File: src/sv/idgl_pkg.sv
// ----------------------------------------------------------------------------
// idgl_pkg: shared definitions for the integer divide / GCD / LCM unit
// Operation codes, field widths and the sign-apply helper.
// ----------------------------------------------------------------------------
package idgl_pkg;

	localparam int OPERAND_WIDTH_DEF = 32;
	localparam int OPERAND_PORT_W    = 32;
	localparam int RESULT_W          = 64;
	localparam int REQ_W             = 3;

	localparam logic [REQ_W-1:0] OP_QUO = 3'd0;
	localparam logic [REQ_W-1:0] OP_REM = 3'd1;
	localparam logic [REQ_W-1:0] OP_MOD = 3'd2;
	localparam logic [REQ_W-1:0] OP_GCD = 3'd3;
	localparam logic [REQ_W-1:0] OP_LCM = 3'd4;

	localparam logic STATUS_OK  = 1'b0;
	localparam logic STATUS_ERR = 1'b1;

	typedef logic [RESULT_W-1:0] result_t;

	// two's complement of a zero-extended magnitude when neg is set
	function automatic result_t apply_sign(input logic neg, input result_t mag);
		return neg ? (result_t'(0) - mag) : mag;
	endfunction

endpackage

File: src/sv/integer_divide_gcd_lcm_unit_core.sv
// ----------------------------------------------------------------------------
// integer_divide_gcd_lcm_unit_core: signed divide, remainder, modulo, GCD, LCM
// One restoring divider, one quotient bit per cycle, shared by all operations
// under a small sequencer; GCD runs Euclid steps through it.
// ----------------------------------------------------------------------------
//
//  channel   handshake            payload
//  -------   ------------------   -------------------------------------
//  request   start, busy          req_type, operand_a, operand_b
//  result    done (one cycle)     result_value, status
//
//  A request transfers at a clock edge with start high and busy low.
//  Each divide pass runs ST_DIV once per quotient bit, then a finishing step in ST_FIN.
//  Quotient, remainder, modulo: one divide pass from transfer to done.
//  GCD: one divide pass per Euclid step, the number of steps data dependent
//  (at most about 1.45 * OPERAND_WIDTH); LCM adds one more divide pass.
//  Errors and trivial cases skip the divider. The receiver cannot stall;
//  busy stays high from transfer through the done cycle. arst_n clears control.
// ----------------------------------------------------------------------------
module integer_divide_gcd_lcm_unit_core
	import idgl_pkg::*;
#(
	parameter int OPERAND_WIDTH = OPERAND_WIDTH_DEF
) (
	input  logic                      clk,
	input  logic                      arst_n,
	input  logic                      start,
	output logic                      busy,
	input  logic [REQ_W-1:0]          req_type,
	input  logic [OPERAND_PORT_W-1:0] operand_a,
	input  logic [OPERAND_PORT_W-1:0] operand_b,
	output logic                      done,
	output logic [RESULT_W-1:0]       result_value,
	output logic                      status
);

	localparam int W     = OPERAND_WIDTH;
	localparam int CNT_W = $clog2(W);

	localparam logic [1:0] ST_IDLE = 2'd0;
	localparam logic [1:0] ST_DIV  = 2'd1;
	localparam logic [1:0] ST_FIN  = 2'd2;
	localparam logic [1:0] ST_OUT  = 2'd3;

	localparam logic [1:0] PH_PLAIN = 2'd0;
	localparam logic [1:0] PH_GCD   = 2'd1;
	localparam logic [1:0] PH_LCM   = 2'd2;

	logic [1:0]       state_q, state_d;
	logic [1:0]       phase_q, phase_d;
	logic [REQ_W-1:0] op_q, op_d;
	logic             sa_q, sa_d, sb_q, sb_d;
	logic [W-1:0]     ma_q, ma_d, mb_q, mb_d;
	logic [W-1:0]     quo_q, quo_d, rem_q, rem_d, div_q, div_d;
	logic [CNT_W-1:0] cnt_q, cnt_d;
	result_t          res_q, res_d;
	logic             err_q, err_d;

	logic [W-1:0]     va, vb, in_ma, in_mb;
	logic             in_sa, in_sb;
	logic [W-1:0]     shifted, mod_mag;
	logic             ge;
	logic [2*W-1:0]   prod;
	logic             start_xfer;

	assign start_xfer = start && !busy;

	// sign and magnitude of the low W bits of each operand
	always_comb begin
		va    = operand_a[W-1:0];
		vb    = operand_b[W-1:0];
		in_sa = va[W-1];
		in_sb = vb[W-1];
		in_ma = in_sa ? (~va + W'(1)) : va;
		in_mb = in_sb ? (~vb + W'(1)) : vb;
	end

	// one restoring divide step; remainder stays below 2^(W-1)
	always_comb begin
		shifted = {rem_q[W-2:0], quo_q[W-1]};
		ge      = shifted >= div_q;
		mod_mag = mb_q - rem_q;
		prod    = (2*W)'(quo_q) * (2*W)'(mb_q);
	end

	always_comb begin
		state_d = state_q;
		phase_d = phase_q;
		op_d    = op_q;
		sa_d    = sa_q;
		sb_d    = sb_q;
		ma_d    = ma_q;
		mb_d    = mb_q;
		quo_d   = quo_q;
		rem_d   = rem_q;
		div_d   = div_q;
		cnt_d   = cnt_q;
		res_d   = res_q;
		err_d   = err_q;
		case (state_q)
			ST_IDLE: begin
				if (start) begin
					op_d  = req_type;
					sa_d  = in_sa;
					sb_d  = in_sb;
					ma_d  = in_ma;
					mb_d  = in_mb;
					quo_d = in_ma;
					rem_d = '0;
					div_d = in_mb;
					cnt_d = CNT_W'(W - 1);
					res_d = '0;
					err_d = STATUS_OK;
					state_d = ST_DIV;
					case (req_type)
						OP_QUO, OP_REM, OP_MOD: begin
							phase_d = PH_PLAIN;
							if (in_mb == '0) begin
								err_d   = STATUS_ERR;
								state_d = ST_OUT;
							end
						end
						OP_GCD: begin
							phase_d = PH_GCD;
							if (in_mb == '0) begin
								res_d   = RESULT_W'(in_ma);
								state_d = ST_OUT;
							end
						end
						OP_LCM: begin
							phase_d = PH_GCD;
							if (in_ma == '0 && in_mb == '0) begin
								err_d   = STATUS_ERR;
								state_d = ST_OUT;
							end else if (in_ma == '0 || in_mb == '0) begin
								state_d = ST_OUT;
							end
						end
						default: begin
							err_d   = STATUS_ERR;
							state_d = ST_OUT;
						end
					endcase
				end
			end
			ST_DIV: begin
				quo_d = {quo_q[W-2:0], ge};
				rem_d = ge ? (shifted - div_q) : shifted;
				cnt_d = cnt_q - CNT_W'(1);
				if (cnt_q == '0)
					state_d = ST_FIN;
			end
			ST_FIN: begin
				state_d = ST_OUT;
				case (phase_q)
					PH_PLAIN: begin
						case (op_q)
							OP_QUO: res_d = apply_sign(sa_q != sb_q, RESULT_W'(quo_q));
							OP_MOD: begin
								if (rem_q != '0 && sa_q != sb_q)
									res_d = apply_sign(sb_q, RESULT_W'(mod_mag));
								else
									res_d = apply_sign(sa_q, RESULT_W'(rem_q));
							end
							default: res_d = apply_sign(sa_q, RESULT_W'(rem_q));
						endcase
					end
					PH_GCD: begin
						cnt_d = CNT_W'(W - 1);
						rem_d = '0;
						if (rem_q == '0) begin
							// divisor of the last step is the GCD
							if (op_q == OP_LCM) begin
								phase_d = PH_LCM;
								quo_d   = ma_q;
								state_d = ST_DIV;
							end else begin
								res_d = RESULT_W'(div_q);
							end
						end else begin
							// next Euclid step: (y, x mod y)
							quo_d   = div_q;
							div_d   = rem_q;
							state_d = ST_DIV;
						end
					end
					default: res_d = RESULT_W'(prod);
				endcase
			end
			default: state_d = ST_IDLE;
		endcase
	end

	always_ff @(posedge clk or negedge arst_n) begin
		if (!arst_n) begin
			state_q <= ST_IDLE;
			phase_q <= PH_PLAIN;
		end else begin
			state_q <= state_d;
			phase_q <= phase_d;
		end
	end

	always_ff @(posedge clk) begin
		op_q  <= op_d;
		sa_q  <= sa_d;
		sb_q  <= sb_d;
		ma_q  <= ma_d;
		mb_q  <= mb_d;
		quo_q <= quo_d;
		rem_q <= rem_d;
		div_q <= div_d;
		cnt_q <= cnt_d;
		res_q <= res_d;
		err_q <= err_d;
	end

	assign busy         = state_q != ST_IDLE;
	assign done         = state_q == ST_OUT;
	assign result_value = res_q;
	assign status       = err_q;

`ifndef SYNTHESIS
	a_done_frees: assert property (@(posedge clk) disable iff (!arst_n)
		done |=> !busy)
		else $error("done not followed by idle");
	a_xfer_busy: assert property (@(posedge clk) disable iff (!arst_n)
		start_xfer |=> busy)
		else $error("transfer did not start work");
	a_err_zero: assert property (@(posedge clk) disable iff (!arst_n)
		(done && status == STATUS_ERR) |-> result_value == '0)
		else $error("error result not zero");
	a_div_nonzero: assert property (@(posedge clk) disable iff (!arst_n)
		(state_q == ST_DIV) |-> div_q != '0)
		else $error("divide pass with zero divisor");
	a_rem_bound: assert property (@(posedge clk) disable iff (!arst_n)
		(state_q == ST_FIN) |-> rem_q < div_q)
		else $error("remainder not below divisor");
`endif

endmodule
File: config.mk
export PLATFORM = sky130hd
export DESIGN_NAME = integer_divide_gcd_lcm_unit_core
export DESIGN_NICKNAME = d
export VERILOG_FILES = /design/src/sv/idgl_pkg.sv /design/src/sv/integer_divide_gcd_lcm_unit_core.sv
export SDC_FILE = /design/constraint.sdc
export NUM_CORES = 2
export LEC_CHECK = 0
export ABC_AREA = 1
export BUFFER_PORTS_ARGS = -buffer_cell sky130_fd_sc_hd__buf_2
export CAP_MARGIN = 25
export CORE_ASPECT_RATIO = 1.1
export CORE_MARGIN = 2
export CORE_UTILIZATION = 55
export DETAILED_ROUTE_END_ITERATION = 8
export GPL_TIMING_DRIVEN = 0
export HOLD_SLACK_MARGIN = 0.15
export PLACE_DENSITY_LB_ADDON = 0.3
export RECOVER_POWER = 100
export SLEW_MARGIN = 20
export SYNTH_ARGS = -nofsm -noshare
export SYNTH_HDL_FRONTEND = slang
export SYNTH_SLANG_ARGS = --single-unit
File: constraint.sdc
create_clock -name clk -period 9.3 [get_ports clk]
set_input_delay 0.93 -clock clk [delete_from_list [all_inputs] [get_ports clk]]
set_output_delay 0.93 -clock clk [all_outputs]
set_load 0.01 [all_outputs]
==> flow_summary.toml <==
[floorplan]
ios = 137
core_area_sq_um = 99320
rows = 121
die_area_sq_um = 103000
die_w_um = 306.1
start_util_pct = 55.61
die_h_um = 336.3

[sta]
setup_viol = 0
max_freq_ghz = 0.1092
slew_viol_final = 94
skew_ns = 0.03199
finalWorstSetupSlack_ns = 0.1388
relSlewSlack_pct = -79.77
post-route-period-util_pct = 98.51
fin_hold_ws_ns = 0.5185
period_needed_ns = 9.161
tightest_slew_ns = 2.697
finalHoldViolations = 0

[setup_path]
cp-start-kind = "register"
crit_required_ns = 9.62
slowest_stage = "edfxtp_1"
endpoint_kind = "register"
max_stage_delay_ns = 0.94
critPathKind = "reg2reg"
critPathMaxFanout = 10
path_common_cell = "fa_1"
crit_arrival_ns = 9.48

[routing]
postRouteAntennaNets = 0
firstDrtPassIters = 6
wl_per_cell_um = 25.90
drc_errors = 0
first_iter_violations = 5830
vias_per_cell = 5.707
via_count = 51260
finalWirelength_mm = 232.7

[placement]
hpwl_mm = 197.5
pre_cts_slack_ns = 0.05400
place_area_sq_um = 57820
io_buffers = 136
place.gp.congestion = 1.128

[clocking]
clk_latency_ns = 0.58
cts_made_buffers = 23
root_buffer = "clkbuf_16"
cts-htree-levels = 1
cts_tree = "built"
clk_pin_slew_ns = 0.08
cts_buffer_depth = 3
clock_sinks = 239

[yosys]
synthArstFlopShare_pct = 1.674
syn_area_per_cell_sq_um = 7.386
ys.flop_type = "edfxtp_1"
synth_nets = 8781
synthCells = 7477
ys_types = 67
yosys_warnings = 0
mappedNetlistArea_sq_um = 55230
synth-seq-cells = 239
synth_edf_count = 235
yosysSeqAreaShare_pct = 12.96

[job]
cap_violations = 4

[min_path]
hp-class = "reg2reg"

[run_status]
status = "finished with violations"
violations = "capacitance limit, slew limit"

[cells_and_area]
fin_area_sq_um = 58380
fin_nets = 8964
fillers = 9718
multi_input_area_sq_um = 39210
synthToLayoutAreaGrowth_pct = 5.716
regArea_sq_um = 7157
drive_above_1_share_pct = 3.986

[global_routing]
grtUsageTotal_pct = 45.78
antenna_found_initial = 18
grt_pass1_wl_mm = 338.5
grt_max_degree = 39
grt_pass1_vias = 51720
grt-ovfl-total = 0
-- area by class of cell --
class                           instances  share of cell area, %
Multi-Input combinational cell       4937                  67.16
Tap cell                             1291                  2.767
Buffer                                315                  2.291
Clock inverter                         16                 0.2293
Antenna cell                           14                0.06001
Clock buffer                           26                  1.005
Sequential cell                       239                  12.26
Timing Repair Buffer                  164                  1.496
Inverter                             1980                  12.73
-- cell families (layout without fill, tap and decap cells) --
family | Yosys count | in the layout | synth area share, %
other | 0 | 14 | 0
buffers and inverters | 2301 | 2501 | 15.86
xor gates and xnor gates | 154 | 154 | 2.442
and+or+nand+nor | 2744 | 2744 | 20.31
AOI/OAI and AO/OA | 805 | 805 | 8.256
DFF | 239 | 239 | 12.96
adders and majority gates | 1234 | 1234 | 40.16
-- worst max-delay path, delay by kind of cell (launching register included) --
kind / cells / cell delay [ns]
adders and majority gates: 9 / 4.49
and+or+nand+nor: 11 / 1.87
buffers and inverters: 6 / 1.20
DFF: 1 / 0.94
AOI/OAI and AO/OA: 3 / 0.37
-- repair_timing --
action                                  4_1_cts  5_1_grt
setup buffers                                 0        4
endpoints found under the setup margin        0       19
hold buffers                                  1        0
resized for setup                             0       43
endpoints found under the hold margin         1        0
-- path summary, 6_finish.rpt --
| kind | from | endpoint | slack, ns | cells after the start |
|---|---|---|---|---|
| setup / recovery | mb_q[19] | result_value[57] | 0.14 | 29 |
| hold / removal | phase_q[0] | phase_q[0] | 0.52 | 2 |
| setup reg to reg | mb_q[19] | result_value[57] | 0.14 | 29 |
| hold reg to reg | phase_q[0] | phase_q[0] | 0.52 | 2 |
| max in group asynchronous | arst_n | phase_q[0] | 8.33 | 2 |
| min in group asynchronous | arst_n | state_q[1] | 0.74 | 2 |
-- sequential cells by signal, indices dropped and copies added (netlist names) --
| name | count |
|---|---|
| cnt_q | 5 |
| div_q | 32 |
| ma_q | 32 |
| mb_q | 32 |
| op_q | 3 |
| phase_q | 2 |
| quo_q | 32 |
| rem_q | 32 |
| result_value | 64 |
| sa_q | 1 |
| sb_q | 1 |
| state_q | 2 |
| status | 1 |
-- synth_stat cells (4+ instances only) --
library cell,n,share of area [%]
nand4_1,44,0.50
o21bai_1,10,0.14
a21oi_1,306,2.8
a21oi_2,30,0.48
o31ai_1,4,0.054
a22oi_1,10,0.14
nand3_2,18,0.33
inv_1,1954,13
nor2_1,398,2.7
ha_1,336,7.6
clkbuf_1,234,1.6
a31oi_1,49,0.56
o21ai_0,270,2.4
o21ai_1,24,0.22
o21a_1,14,0.19
edfxtp_1,235,13
nand3b_1,19,0.26
fa_1,898,33
o2111ai_1,5,0.079
o22ai_1,5,0.057
nor2_4,8,0.16
clkinv_1,8,0.054
xnor2_1,46,0.73
buf_1,49,0.33
a211oi_1,9,0.12
nor3_1,31,0.28
a21boi_0,7,0.095
o21ai_2,4,0.063
xor2_1,108,1.7
nand2_2,28,0.32
a21o_1,18,0.24
nor2_2,21,0.24
nand3_1,169,1.5
buf_2,28,0.25
buf_6,4,0.082
dfrtp_1,4,0.18
o211ai_1,20,0.27
nor4_1,16,0.18
o221ai_1,6,0.095
or2_2,9,0.10
nand2_1,1964,13
nor3_2,5,0.091
inv_2,17,0.12
-- per-layer routing --
layer  global-route usage (%)  up-vias  part of all wire [%]
li1                         -    22540                     -
met1                    51.61    24730                    34
met2                    73.87     3016                    45
met3                    10.32      971                    10
met4                    39.46        8                    11
met5                        0        -                 0.040
-- cells in the final DEF, fill, tap and decap left out, drive strengths merged, types with 37 or more instances in the layout --
cell type	n
o21ai	299
nand2	1993
edfxtp	235
inv	1973
xnor2	46
nor3	37
buf	146
clkbuf	356
nand4	45
nand3	188
a21oi	336
nor2	427
xor2	108
a31oi	49
fa	898
ha	336
-- metrics by stage --
step                      instances  util, %  setup TNS [ns]
after global routing           8972    58.76       -0.003062
after detailed placement       8918    58.22               0
after floorplan                7477        -               0
final                          8982    58.78               0
after global placement         8904    57.92         -0.1666
after CTS                      8961    58.96               0
Power is not shown: default switching activity piles up to over one toggle a cycle in this logic, so the estimate is an artifact.
